--- config.mk ---
export PLATFORM = sky130hd
export DESIGN_NAME = claim_release_token_fifo
export DESIGN_NICKNAME = d
export VERILOG_FILES = /design/src/hdl/crtf_pkg.sv /design/src/hdl/claim_release_token_fifo.sv
export SDC_FILE = /design/constraint.sdc
export NUM_CORES = 1
export LEC_CHECK = 0
export BUFFER_PORTS_ARGS = -buffer_cell sky130_fd_sc_hd__buf_2
export CAP_MARGIN = 20
export CORE_ASPECT_RATIO = 0.6
export CORE_MARGIN = 2
export CORE_UTILIZATION = 60
export DETAILED_ROUTE_END_ITERATION = 10
export PLACE_DENSITY = 0.79
export SLEW_MARGIN = 20
export SYNTH_ARGS = -nofsm -noshare
export SYNTH_HDL_FRONTEND = slang
export SYNTH_SLANG_ARGS = --single-unit
--- constraint.sdc ---
create_clock -name clk -period 9.1 [get_ports clk]
set_input_delay 0.91 -clock clk [delete_from_list [all_inputs] [get_ports clk]]
set_output_delay 0.91 -clock clk [all_outputs]
set_load 0.01 [all_outputs]
--- src/hdl/crtf_pkg.sv ---
`timescale 1ns / 1ps

package crtf_pkg;

  // widths fixed by the item format
  localparam int KIND_W   = 3;
  localparam int CNT_W    = 5;
  localparam int SLOT_W   = 4;
  localparam int DATA_W   = 32;
  localparam int STAT_W   = 3;
  localparam int IN_W     = 48;
  localparam int OUT_W    = 56;

  // largest slot count the 5-bit register can ask for
  localparam int SLOT_CNT_MAX = 31;

  // operation kinds
  localparam logic [KIND_W-1:0] K_CLAIM_SPACE    = 3'd0;
  localparam logic [KIND_W-1:0] K_RELEASE_TOKENS = 3'd1;
  localparam logic [KIND_W-1:0] K_CLAIM_TOKEN    = 3'd2;
  localparam logic [KIND_W-1:0] K_RELEASE_SPACES = 3'd3;
  localparam logic [KIND_W-1:0] K_WRITE          = 3'd4;
  localparam logic [KIND_W-1:0] K_READ           = 3'd5;
  localparam logic [KIND_W-1:0] K_STORE          = 3'd6;
  localparam logic [KIND_W-1:0] K_LOAD           = 3'd7;

  // result status codes
  localparam logic [STAT_W-1:0] ST_OK          = 3'd0;
  localparam logic [STAT_W-1:0] ST_NO_SPACE    = 3'd1;
  localparam logic [STAT_W-1:0] ST_NO_TOKEN    = 3'd2;
  localparam logic [STAT_W-1:0] ST_OVER_REL    = 3'd3;
  localparam logic [STAT_W-1:0] ST_CLAIMS_OUT  = 3'd4;

  // result fields held while the token memory read completes
  typedef struct packed {
    logic [STAT_W-1:0] status;
    logic [SLOT_W-1:0] claimed_slot;
    logic              use_rdata;
    logic [CNT_W-1:0]  free_spaces;
    logic [CNT_W-1:0]  available_tokens;
  } crtf_res_t;

endpackage

--- src/hdl/claim_release_token_fifo.sv ---
`timescale 1ns / 1ps

// Circular token fifo with separate claim and release phases. A producer claims free
// slots one at a time (the granted slot index comes back in the result), fills them with
// store slot operations and releases them as tokens; a consumer claims tokens, reads them
// with load slot and releases the spaces. Plain write and read move one token and are
// refused with a status while claims of their own side are outstanding. A claim or plain
// access that would block returns a full or empty status instead and leaves the state
// alone. Every result reports free spaces and available tokens after the operation.
// Writing slot_count empties the fifo (positions and counts to zero, tokens kept); the
// slot count in use is 1 for a register value of 0 and is capped at the built depth.
// Counters and positions live in flip-flops; the tokens live in a single-port-per-side
// synchronous memory with a registered read, so each item passes the counter update and
// memory access, then result capture in the output register, and a new item is
// taken every cycle as long as results are drained. Read-after-write to the same slot
// needs no forwarding since the write lands before the following item's read.
module claim_release_token_fifo
  import crtf_pkg::*;
#(
  parameter int DEPTH      = 16,
  parameter int TOKEN_BITS = 32
) (
  input  logic                clk,
  input  logic                rst_n,
  // configuration: slot_count
  input  logic                cfg_valid,
  output logic                cfg_ready,
  input  logic [CNT_W-1:0]    cfg_data,
  // operation input
  input  logic                in_tvalid,
  output logic                in_tready,
  input  logic [IN_W-1:0]     in_tdata,   // release_count[4:0], slot_index[8:5], write_data[40:9]
  input  logic [KIND_W-1:0]   in_tuser,   // kind[2:0]
  // result output
  output logic                out_tvalid,
  input  logic                out_tready,
  output logic [OUT_W-1:0]    out_tdata   // status[2:0], claimed_slot[6:3], read_data[38:7],
                                          // free_spaces[43:39], available_tokens[48:44]
);

  // only as many slots as the slot count register can reach are ever addressed
  localparam int MEM_DEPTH = (DEPTH < SLOT_CNT_MAX) ? DEPTH : SLOT_CNT_MAX;
  localparam int AW        = $clog2(MEM_DEPTH);
  // tokens arrive on a 32-bit field, so wider tokens store no more than that
  localparam int SB        = (TOKEN_BITS < DATA_W) ? TOKEN_BITS : DATA_W;
  localparam logic [CNT_W-1:0] NMAX = CNT_W'(MEM_DEPTH);

  // control state
  logic [CNT_W-1:0] slot_cnt_r;
  logic [CNT_W-1:0] wpos_r, wpos_nxt;
  logic [CNT_W-1:0] rpos_r, rpos_nxt;
  logic [CNT_W-1:0] fill_r, fill_nxt;
  logic [CNT_W-1:0] cspace_r, cspace_nxt;
  logic [CNT_W-1:0] ctoken_r, ctoken_nxt;

  // token memory
  logic [SB-1:0]    mem [MEM_DEPTH];
  logic [SB-1:0]    mem_q_r;
  logic             mem_we, mem_re;
  logic [AW-1:0]    mem_waddr, mem_raddr;

  // result pipeline
  logic             p1_valid_r;
  crtf_res_t        p1_r, p1_nxt;
  logic             out_valid_r;
  logic [OUT_W-1:0] out_data_r;
  logic             out_load;
  logic             in_acc;
  logic             cfg_acc;

  // input fields
  logic [KIND_W-1:0] kind;
  logic [CNT_W-1:0]  rel_cnt;
  logic [SLOT_W-1:0] slot_idx;
  logic [DATA_W-1:0] wdata;

  logic [CNT_W-1:0]  n;
  logic [CNT_W:0]    wsum, rsum, wadv, radv;
  logic [CNT_W-1:0]  wgrant, rgrant, wrel, rrel;
  logic [CNT_W:0]    fill_space;
  logic              slot_ok;

  // one conditional subtract: one operand is below n, the other at most n
  function automatic logic [CNT_W-1:0] wrap(input logic [CNT_W:0] s, input logic [CNT_W-1:0] m);
    logic [CNT_W:0] d;
    d = s - {1'b0, m};
    wrap = (s >= {1'b0, m}) ? d[CNT_W-1:0] : s[CNT_W-1:0];
  endfunction

  assign kind     = in_tuser;
  assign rel_cnt  = in_tdata[4:0];
  assign slot_idx = in_tdata[8:5];
  assign wdata    = in_tdata[40:9];

  assign cfg_ready = 1'b1;
  assign cfg_acc   = cfg_valid;

  // output register parts the result side from the counter stage
  assign out_load  = p1_valid_r && (!out_valid_r || out_tready);
  assign in_tready = !p1_valid_r || out_load;
  assign in_acc    = in_tvalid && in_tready;

  // slot count in use
  always_comb begin
    if (slot_cnt_r == '0) begin
      n = CNT_W'(1);
    end else if (slot_cnt_r > NMAX) begin
      n = NMAX;
    end else begin
      n = slot_cnt_r;
    end
  end

  assign wsum       = {1'b0, wpos_r} + {1'b0, cspace_r};
  assign rsum       = {1'b0, rpos_r} + {1'b0, ctoken_r};
  assign wadv       = {1'b0, wpos_r} + {1'b0, rel_cnt};
  assign radv       = {1'b0, rpos_r} + {1'b0, rel_cnt};
  assign wgrant     = wrap(wsum, n);
  assign rgrant     = wrap(rsum, n);
  assign wrel       = wrap(wadv, n);
  assign rrel       = wrap(radv, n);
  assign fill_space = {1'b0, fill_r} + {1'b0, cspace_r};
  assign slot_ok    = {1'b0, slot_idx} < n;

  // operation decode: counter update and memory access request
  always_comb begin
    wpos_nxt   = wpos_r;
    rpos_nxt   = rpos_r;
    fill_nxt   = fill_r;
    cspace_nxt = cspace_r;
    ctoken_nxt = ctoken_r;
    mem_we     = 1'b0;
    mem_re     = 1'b0;
    mem_waddr  = wpos_r[AW-1:0];
    mem_raddr  = rpos_r[AW-1:0];
    p1_nxt     = '0;
    case (kind)
      K_CLAIM_SPACE: begin
        if (fill_space >= {1'b0, n}) begin
          p1_nxt.status = ST_NO_SPACE;
        end else begin
          p1_nxt.claimed_slot = wgrant[SLOT_W-1:0];
          cspace_nxt          = cspace_r + 1'b1;
        end
      end
      K_RELEASE_TOKENS: begin
        if (rel_cnt > cspace_r) begin
          p1_nxt.status = ST_OVER_REL;
        end else begin
          cspace_nxt = cspace_r - rel_cnt;
          fill_nxt   = fill_r + rel_cnt;
          wpos_nxt   = wrel;
        end
      end
      K_CLAIM_TOKEN: begin
        if (ctoken_r >= fill_r) begin
          p1_nxt.status = ST_NO_TOKEN;
        end else begin
          p1_nxt.claimed_slot = rgrant[SLOT_W-1:0];
          ctoken_nxt          = ctoken_r + 1'b1;
        end
      end
      K_RELEASE_SPACES: begin
        if (rel_cnt > ctoken_r) begin
          p1_nxt.status = ST_OVER_REL;
        end else begin
          ctoken_nxt = ctoken_r - rel_cnt;
          fill_nxt   = fill_r - rel_cnt;
          rpos_nxt   = rrel;
        end
      end
      K_WRITE: begin
        if (cspace_r != '0) begin
          p1_nxt.status = ST_CLAIMS_OUT;
        end else if (fill_r >= n) begin
          p1_nxt.status = ST_NO_SPACE;
        end else begin
          mem_we   = 1'b1;
          wpos_nxt = wrap({1'b0, wpos_r} + 1'b1, n);
          fill_nxt = fill_r + 1'b1;
        end
      end
      K_READ: begin
        if (ctoken_r != '0) begin
          p1_nxt.status = ST_CLAIMS_OUT;
        end else if (fill_r == '0) begin
          p1_nxt.status = ST_NO_TOKEN;
        end else begin
          mem_re           = 1'b1;
          p1_nxt.use_rdata = 1'b1;
          rpos_nxt         = wrap({1'b0, rpos_r} + 1'b1, n);
          fill_nxt         = fill_r - 1'b1;
        end
      end
      K_STORE: begin
        mem_waddr = AW'({1'b0, slot_idx});
        mem_we    = slot_ok;
      end
      K_LOAD: begin
        mem_raddr        = AW'({1'b0, slot_idx});
        mem_re           = slot_ok;
        p1_nxt.use_rdata = slot_ok;
      end
      default: begin
        p1_nxt.status = ST_OK;
      end
    endcase
    p1_nxt.free_spaces      = n - fill_nxt - cspace_nxt;
    p1_nxt.available_tokens = fill_nxt - ctoken_nxt;
  end

  // control registers; a configuration transfer empties the fifo
  always_ff @(posedge clk) begin
    if (!rst_n) begin
      slot_cnt_r <= CNT_W'(16);
      wpos_r     <= '0;
      rpos_r     <= '0;
      fill_r     <= '0;
      cspace_r   <= '0;
      ctoken_r   <= '0;
    end else if (cfg_acc) begin
      slot_cnt_r <= cfg_data;
      wpos_r     <= '0;
      rpos_r     <= '0;
      fill_r     <= '0;
      cspace_r   <= '0;
      ctoken_r   <= '0;
    end else if (in_acc) begin
      wpos_r     <= wpos_nxt;
      rpos_r     <= rpos_nxt;
      fill_r     <= fill_nxt;
      cspace_r   <= cspace_nxt;
      ctoken_r   <= ctoken_nxt;
    end
  end

  // token memory, registered read
  always_ff @(posedge clk) begin
    if (in_acc && mem_we) begin
      mem[mem_waddr] <= wdata[SB-1:0];
    end
    if (in_acc && mem_re) begin
      mem_q_r <= mem[mem_raddr];
    end
  end

  // result stage waiting on the memory read
  always_ff @(posedge clk) begin
    if (!rst_n) begin
      p1_valid_r <= 1'b0;
    end else if (in_acc) begin
      p1_valid_r <= 1'b1;
    end else if (out_load) begin
      p1_valid_r <= 1'b0;
    end
  end

  always_ff @(posedge clk) begin
    if (in_acc) begin
      p1_r <= p1_nxt;
    end
  end

  // output register
  always_ff @(posedge clk) begin
    if (!rst_n) begin
      out_valid_r <= 1'b0;
    end else if (out_load) begin
      out_valid_r <= 1'b1;
    end else if (out_tready) begin
      out_valid_r <= 1'b0;
    end
  end

  always_ff @(posedge clk) begin
    if (out_load) begin
      out_data_r <= {7'd0, p1_r.available_tokens, p1_r.free_spaces,
                     (p1_r.use_rdata ? DATA_W'(mem_q_r) : DATA_W'(0)),
                     p1_r.claimed_slot, p1_r.status};
    end
  end

  assign out_tvalid = out_valid_r;
  assign out_tdata  = out_data_r;

`ifndef SYNTHESIS
  a_space_bound: assert property (@(posedge clk) disable iff (!rst_n)
    fill_space <= {1'b0, n})
    else $error("fill plus claimed spaces exceeds slot count");

  a_token_bound: assert property (@(posedge clk) disable iff (!rst_n)
    ctoken_r <= fill_r)
    else $error("claimed tokens exceed fill count");

  a_pos_range: assert property (@(posedge clk) disable iff (!rst_n)
    wpos_r < n && rpos_r < n)
    else $error("fifo position outside slot range");

  a_stall_hold: assert property (@(posedge clk) disable iff (!rst_n)
    (p1_valid_r && out_valid_r && !out_tready) |-> !in_tready)
    else $error("input taken while result stage is blocked");
`endif

endmodule
==> results of run 1 <==
[worst register-to-register path, cell delays in order (launching register included)]
cell	delay, ns
dfxtp_1	0.38
inv_1	0.29
nand2_1	0.60
ha_1	0.44
a21oi_1	0.14
o21ai_0	0.19
o41ai_4	0.54
nand2_1	0.17
a311o_1	0.40
nor3b_2	0.44
fa_1	0.49
ha_1	0.35
a21o_1	0.19
a21oi_1	0.17
xnor2_1	0.10
xnor2_1	0.36
xnor2_1	0.10
[sequential cells by signal (all words and copies together) (netlist names)]
register and count:
fill_r 5, wpos_r 5, rpos_r 5, mem_q_r 32, cspace_r 5, ctoken_r 5
slot_cnt_r 5, out_tdata 49, p1_r 18, p1_valid_r 1, mem 512, out_tvalid 1
[synthesized netlist by cell type (14+ instances only)]
library cell	number	area [um^2]
buf_2	22	110
dfxtp_1	32	641
nand2_1	310	1160
and2_0	19	119
nor2b_1	18	113
a21o_1	30	225
o21ai_0	40	200
a311oi_1	66	578
inv_1	64	240
xnor2_1	37	324
a31oi_1	81	507
nand3_1	15	75.1
and2_1	144	901
ha_1	107	1340
a21oi_1	137	686
a211oi_1	175	1310
nor3_1	19	95.1
xor2_1	14	123
nor4_1	17	106
clkbuf_1	99	372
fa_1	20	400
edfxtp_1	611	18300
nor2_1	58	218
mux2i_1	24	240
[cells by family after synthesis]
logic type,count (synthesis),synth area share [%]
other cells,2,0.0253
flops,643,63.9
compound gates,609,14.2
xor+xnor,51,1.50
simple gates,651,10.6
mux,27,0.922
fa+ha+maj,127,5.85
buf+inv,207,2.99
[cells in the final DEF (no fill, tap or decap), drive strengths merged, types with 8 or more instances in the layout]
| cell | instances |
|---|---|
| mux2i | 24 |
| a21oi | 137 |
| nor2b | 18 |
| o22ai | 8 |
| a311oi | 67 |
| conb | 8 |
| ha | 107 |
| clkinv | 24 |
| o21a | 8 |
| and2 | 164 |
| a211oi | 176 |
| o211ai | 13 |
| xor2 | 14 |
| nor3 | 19 |
| xnor2 | 37 |
| a21o | 30 |
| nand2b | 13 |
| nand3 | 15 |
| dfxtp | 32 |
| o21ai | 42 |
| nand2 | 310 |
| fa | 20 |
| clkbuf | 68 |
| nor4 | 17 |
| inv | 66 |
| nor2 | 58 |
| edfxtp | 611 |
| buf | 138 |
| and3 | 9 |
| a31oi | 81 |
[per-stage QoR]
| stage | total power, W | setup slack, ns |
|---|---|---|
| floorplan | 0.00365 | 2.95 |
| global placement | 0.00378 | 3.74 |
| detailed placement | 0.00380 | 3.68 |
| CTS | 0.00608 | 3.66 |
| global route | 0.00625 | 3.21 |
| finish | 0.00606 | 3.53 |
[per-layer routing]
metal	share of wire, %	wire [um]	global-route usage, %
met1	43	30900	40.4
met2	44	31600	42.7
met3	9.7	6910	6.37
met4	2.4	1750	7.69
met5	0.060	43	0
[area by class of cell]
type / count / area [um^2] / share of cell area, %
Timing Repair Buffer: 138 / 821 / 2.51
Clock buffer: 68 / 1470 / 4.49
Inverter: 64 / 240 / 0.735
Clock inverter: 31 / 297 / 0.908
Multi-Input combinational cell: 1473 / 10000 / 30.7
Antenna cell: 2 / 5.00 / 0.0153
Sequential cell: 643 / 19000 / 58.1
Tap cell: 650 / 813 / 2.49
[power by group through the flow]
stage | clock network [W] | registers (W) | logic, W
after CTS | 0.00234 | 0.00330 | 0.000441
after global placement | 0 | 0.00336 | 0.000421
after detailed placement | 0 | 0.00336 | 0.000438
final | 0.00231 | 0.00330 | 0.000448
after floorplan | 0 | 0.00337 | 0.000286
after global routing | 0.00245 | 0.00330 | 0.000493
[how the worst max path moves through the flow]
| stage | start | to | slack (ns) |
|---|---|---|---|
| after floorplan | slot_cnt_r[1] | mem[10][0] | 2.95 |
| after global routing | slot_cnt_r[4] | p1_r[9] | 3.21 |
| final | slot_cnt_r[4] | p1_r[9] | 3.53 |
| after CTS | slot_cnt_r[4] | p1_r[9] | 3.66 |
| after global placement | slot_cnt_r[4] | p1_r[9] | 3.74 |
| after detailed placement | slot_cnt_r[4] | p1_r[9] | 3.68 |
==> run metrics, run 1 <==
Levels on crit path=16; CTS clk-pin slew, worst paths=0.07 ns; min-delay worst type=reg2reg; worst reg2reg path endpoint=p1_r[9]; Leakage Power=11.4 nW; PortBufs=104; Most common cell on crit path=xnor2_1; Setup CP Type=reg2reg; r2r setup slk=3.53 ns; max incr delay on CP=0.60 ns; htree depth=2; Hold-fix buffers, CTS=0; Die ar.=51400 um^2; Layout area overhead=9.94%; Die Y=176 um; Sink Count=643; combinational share of power=7.4%; fin crit share=61.2%; Post-Syn Instances=2317; share of cells above drive strength 1=10.7%; Syn Area/Cell=12.8 um^2; Slew Limit Fails=0; Core Rows=63; reg2reg start=slot_cnt_r[4]; Via density=6.31; Setup TNS=0 ns; CP max FO=13; worst path bufs/invs=1; largest net degree at the start of global routing=257; Root Driver=clkbuf_16; Mapped Area=29700 um^2; clock share of power=38.2%; starting density of the core=60.5%; Pint=0.00470 W; drt drc=0; io pins=120; Final #Nets=2563; Fin. Hold Viols=0; design area=32700 um^2; WHS=0.405 ns; worst-case clock buffer depth=3; clock skew=0.0192 ns; die width=291 um; hold-critical path depth=0; # setup viols final=0; Seq pwr share=54.4%; sw power=0.00136 W; R2R cell count=16; status=completed; P per Cell Area=186 nW/um^2; startpoint types=register; Post-CTS Setup Inserts=0; Least-Margin Pin Slew=1.05 ns; vias in the first global route=18891; max_slew headroom=29.7%; total CTS buffers=55; final non-filler cell total=3069; Synth cell types=82; Core Util, Final=66.5%; final wirelength=71300 um; # Max-Cap Violations=0; Post-CTS Resized=0; DP Wirelength=40900 um; worst path cell trace=inv_1, nand2_1, ha_1, a21oi_1, o21ai_0, o41ai_4, nand2_1, a311o_1, nor3b_2, fa_1, ha_1, a21o_1, a21oi_1, xnor2_1, xnor2_1, xnor2_1; routed len/inst=23.2 um; total number of vias=19366; Skew-Pair Late Insertion Delay=0.61 ns; synth warn=0; Hold Crit Start=p1_r[11]; WP data required=9.45 ns; fin crit period=5.57 ns; core area=49100 um^2; switching part of the total power=22.4%; # placed instances=2967; placed inst area=30900 um^2; WHS Endpoint=out_tdata[3]; Crit. End Element=register; Placer Congestion=0.940; first-pass GRT wire length=109000 um; Crit path max-delay family=compound AO/OA/AOI/OAI gates; # fillers=3380; gr usage total=27.9%; DR pass1 iterations=6; predominant post-synthesis flop cell=edfxtp_1; sequential area share after synthesis=63.9%; Overflow after GRT=0; RSZ-0062 raised after global routing=no; DR iter-0 viols=2291; number of synthesized flops with an enable pin=611; DRT antenna net count=0; register bit total from synthesis=643; Worst VDD drop=0.000152 V; initial antenna violation count=6; CP max-delay cell=nand2_1; crit path DAT=5.92 ns; highest clock rate=180 MHz; Synth async-reset ratio=0%; CTS tree=yes
Note: power is estimated with default switching activity, not from simulation.
==> run 2: changes to the inputs <==
--- a/config.mk
+++ b/config.mk
@@ -9,9 +9,9 @@
 export CAP_MARGIN = 20
 export CORE_ASPECT_RATIO = 0.6
 export CORE_MARGIN = 2
-export CORE_UTILIZATION = 60
+export CORE_UTILIZATION = 56
 export DETAILED_ROUTE_END_ITERATION = 10
-export PLACE_DENSITY = 0.79
+export PLACE_DENSITY = 0.77
 export SLEW_MARGIN = 20
 export SYNTH_ARGS = -nofsm -noshare
 export SYNTH_HDL_FRONTEND = slang
==> constraint.sdc (replaced) <==
create_clock -name clk -period 4.8 [get_ports clk]
set_input_delay 0.48 -clock clk [delete_from_list [all_inputs] [get_ports clk]]
set_output_delay 0.48 -clock clk [all_outputs]
set_load 0.01 [all_outputs]
==> run 2 against run 1 <==
Against the previous run:
- cell area grew 2.5%
- clock skew decreased by 0.0013 ns
- via count rose by 2.6%
- non-clock buffer count increased by 56
- global-route usage shrank 0.28 points
- fmax is 21% higher
- combinational power grew 110%
- hold slack worse by 0.31 ns
- critical path depth increased by 4
- register-to-register slack worse by 3.3 ns
- final cell count up 3.6%
==> run metrics, run 2 (synthesis gave the netlist of run 1 again) <==
drt drc=0 (unchanged); vias in the first global route=19078 (was 18891); Via density=6.25 (was 6.31); Overflow after GRT=0 (unchanged); Root Driver=clkbuf_16 (unchanged); Die Y=182 um (was 176 um); core area=52500 um^2 (was 49100 um^2); htree depth=2 (unchanged); Hold Crit Start=cfg_data[4] (was p1_r[11]); DR pass1 iterations=5 (was 6); total CTS buffers=55 (unchanged); Fin. Hold Viols=0 (unchanged); crit path DAT=4.93 ns (was 5.92 ns); fin crit period=4.59 ns (was 5.57 ns); clock skew=0.0178 ns (was 0.0192 ns); WP data required=5.14 ns (was 9.45 ns); fin crit share=95.6% (was 61.2%); P per Cell Area=349 nW/um^2 (was 186 nW/um^2); Worst VDD drop=0.000312 V (was 0.000152 V); placed inst area=31600 um^2 (was 30900 um^2); r2r setup slk=0.21 ns (was 3.53 ns); Pwr Total=0.0117 W (was 0.00606 W); Skew-Pair Late Insertion Delay=0.61 ns (about the same); starting density of the core=56.6% (was 60.5%); Final #Nets=2619 (was 2563); Die ar.=55000 um^2 (was 51400 um^2); highest clock rate=218 MHz (was 180 MHz); share of cells above drive strength 1=12.8% (was 10.7%); CTS tree=yes (unchanged); final non-filler cell total=3181 (was 3069); PortBufs=104 (unchanged); Core Util, Final=63.8% (was 66.5%); io pins=120 (unchanged); Slew Limit Fails=0 (unchanged); Setup CP Type=reg2reg (unchanged); Hold-fix buffers, CTS=0 (unchanged); commonest cells after routing, fill and taps aside=edfxtp_1 (611), nand2_1 (309), a211oi_1 (175) (was edfxtp_1 (611), nand2_1 (310), a211oi_1 (175)); initial antenna violation count=5 (was 6); die width=301 um (was 291 um); Top reg by flops=mem (unchanged); DR iter-0 viols=2283 (was 2291); # Max-Cap Violations=0 (unchanged); RSZ-0062 raised after global routing=no (unchanged); final wirelength=75800 um (was 71300 um); Sink Count=643 (unchanged); # placed instances=3075 (was 2967); status=completed (unchanged); min-delay worst type=in2reg (was reg2reg); DP Wirelength=45800 um (was 40900 um); R2R cell count=20 (was 16); Least-Margin Pin Slew=1.03 ns (was 1.05 ns); DRT antenna net count=0 (unchanged); Leakage Power=11.8 nW (was 11.4 nW); total number of vias=19868 (was 19366); CP max FO=7 (was 13); CTS clk-pin slew, worst paths=0.07 ns (about the same); max_slew headroom=31.3% (was 29.7%); Critical Path Source=slot_cnt_r[4] (unchanged); Placer Congestion=0.948 (was 0.940); max reg flops=512 (unchanged); Worst Setup EP=p1_r[9] (unchanged); gr usage total=27.6% (was 27.9%); design area=33500 um^2 (was 32700 um^2); # setup viols final=0 (unchanged); worst-case clock buffer depth=3 (unchanged); worst reg2reg path endpoint=p1_r[9] (unchanged); most common cell after layout, fill and taps aside=edfxtp_1 (unchanged); Core Rows=65 (was 63); Crit. End Element=register (unchanged); largest net degree at the start of global routing=129 (was 257); Layout area overhead=12.7% (was 9.94%); reg2reg start=slot_cnt_r[4] (unchanged); first-pass GRT wire length=114000 um (was 109000 um); routed len/inst=23.8 um (was 23.2 um); startpoint types=register (unchanged)
## run 2: critical path, stage by stage (launching register included)
cell and delay (ns):
dfxtp_1 0.52, inv_1 0.22, nand2_1 0.13, ha_1 0.25
a21oi_1 0.14, o21ai_0 0.17, o41ai_4 0.40, buf_4 0.22
and2_2 0.24, nor3_1 0.08, a21oi_1 0.21, nor2_1 0.15
fa_1 0.45, inv_1 0.10, fa_1 0.22, inv_1 0.06
a21o_1 0.15, a21oi_1 0.17, xnor2_1 0.18, xnor2_1 0.12
xnor2_1 0.14
## run 2: through the flow
stage,worst slack (ns),setup TNS [ns],hold slack [ns]
finish,0.212,0,0.0951
global route,0.0120,0,0.0834
global placement,0.256,0,0.402
floorplan,-1.13,-253.53,0.400
CTS,0.172,0,0.0716
detailed placement,0.210,0,0.405
## run 2: worst min path at each step
| stage | to | slack [ns] | cells after the start |
|---|---|---|---|
| finish | slot_cnt_r[4] | 0.1 | 3 |
| global placement | out_tdata[41] | 0.40 | 0 |
| detailed placement | out_tdata[2] | 0.40 | 0 |
| CTS | slot_cnt_r[4] | 0.07 | 3 |
| global route | slot_cnt_r[4] | 0.08 | 3 |
| floorplan | out_tdata[0] | 0.40 | 0 |
## run 2: final cells by class
type,instances,area (um^2)
Antenna cell,1,2.50
Clock buffer,71,1460
Clock inverter,32,355
Fill cell,3808,19000
Inverter,64,240
Multi-Input combinational cell,1473,10200
Sequential cell,643,19000
Tap cell,703,880
Timing Repair Buffer,194,1400
## run 2: routing by layer
| metal | share of wire [%] | global-route usage (%) | up-vias |
|---|---|---|---|
| li1 | - | - | 9021 |
| met1 | 44 | 41.7 | 9840 |
| met5 | 0.070 | 0 | - |
| met4 | 1.8 | 6.07 | 8 |
| met2 | 44 | 40.4 | 886 |
| met3 | 10 | 6.80 | 113 |
## run 2: what timing repair did
action,4_1_cts,5_1_grt
resized for setup,0,4
setup endpoints to repair,0,1
endpoints found under the hold margin,0,0
setup buffers,0,1
## run 2: report_power, final
| part | internal [W] | switching (W) |
|---|---|---|
| combinational | 0.000328 | 0.000592 |
| clock | 0.00249 | 0.00201 |
| sequential | 0.00622 | 0.0000282 |
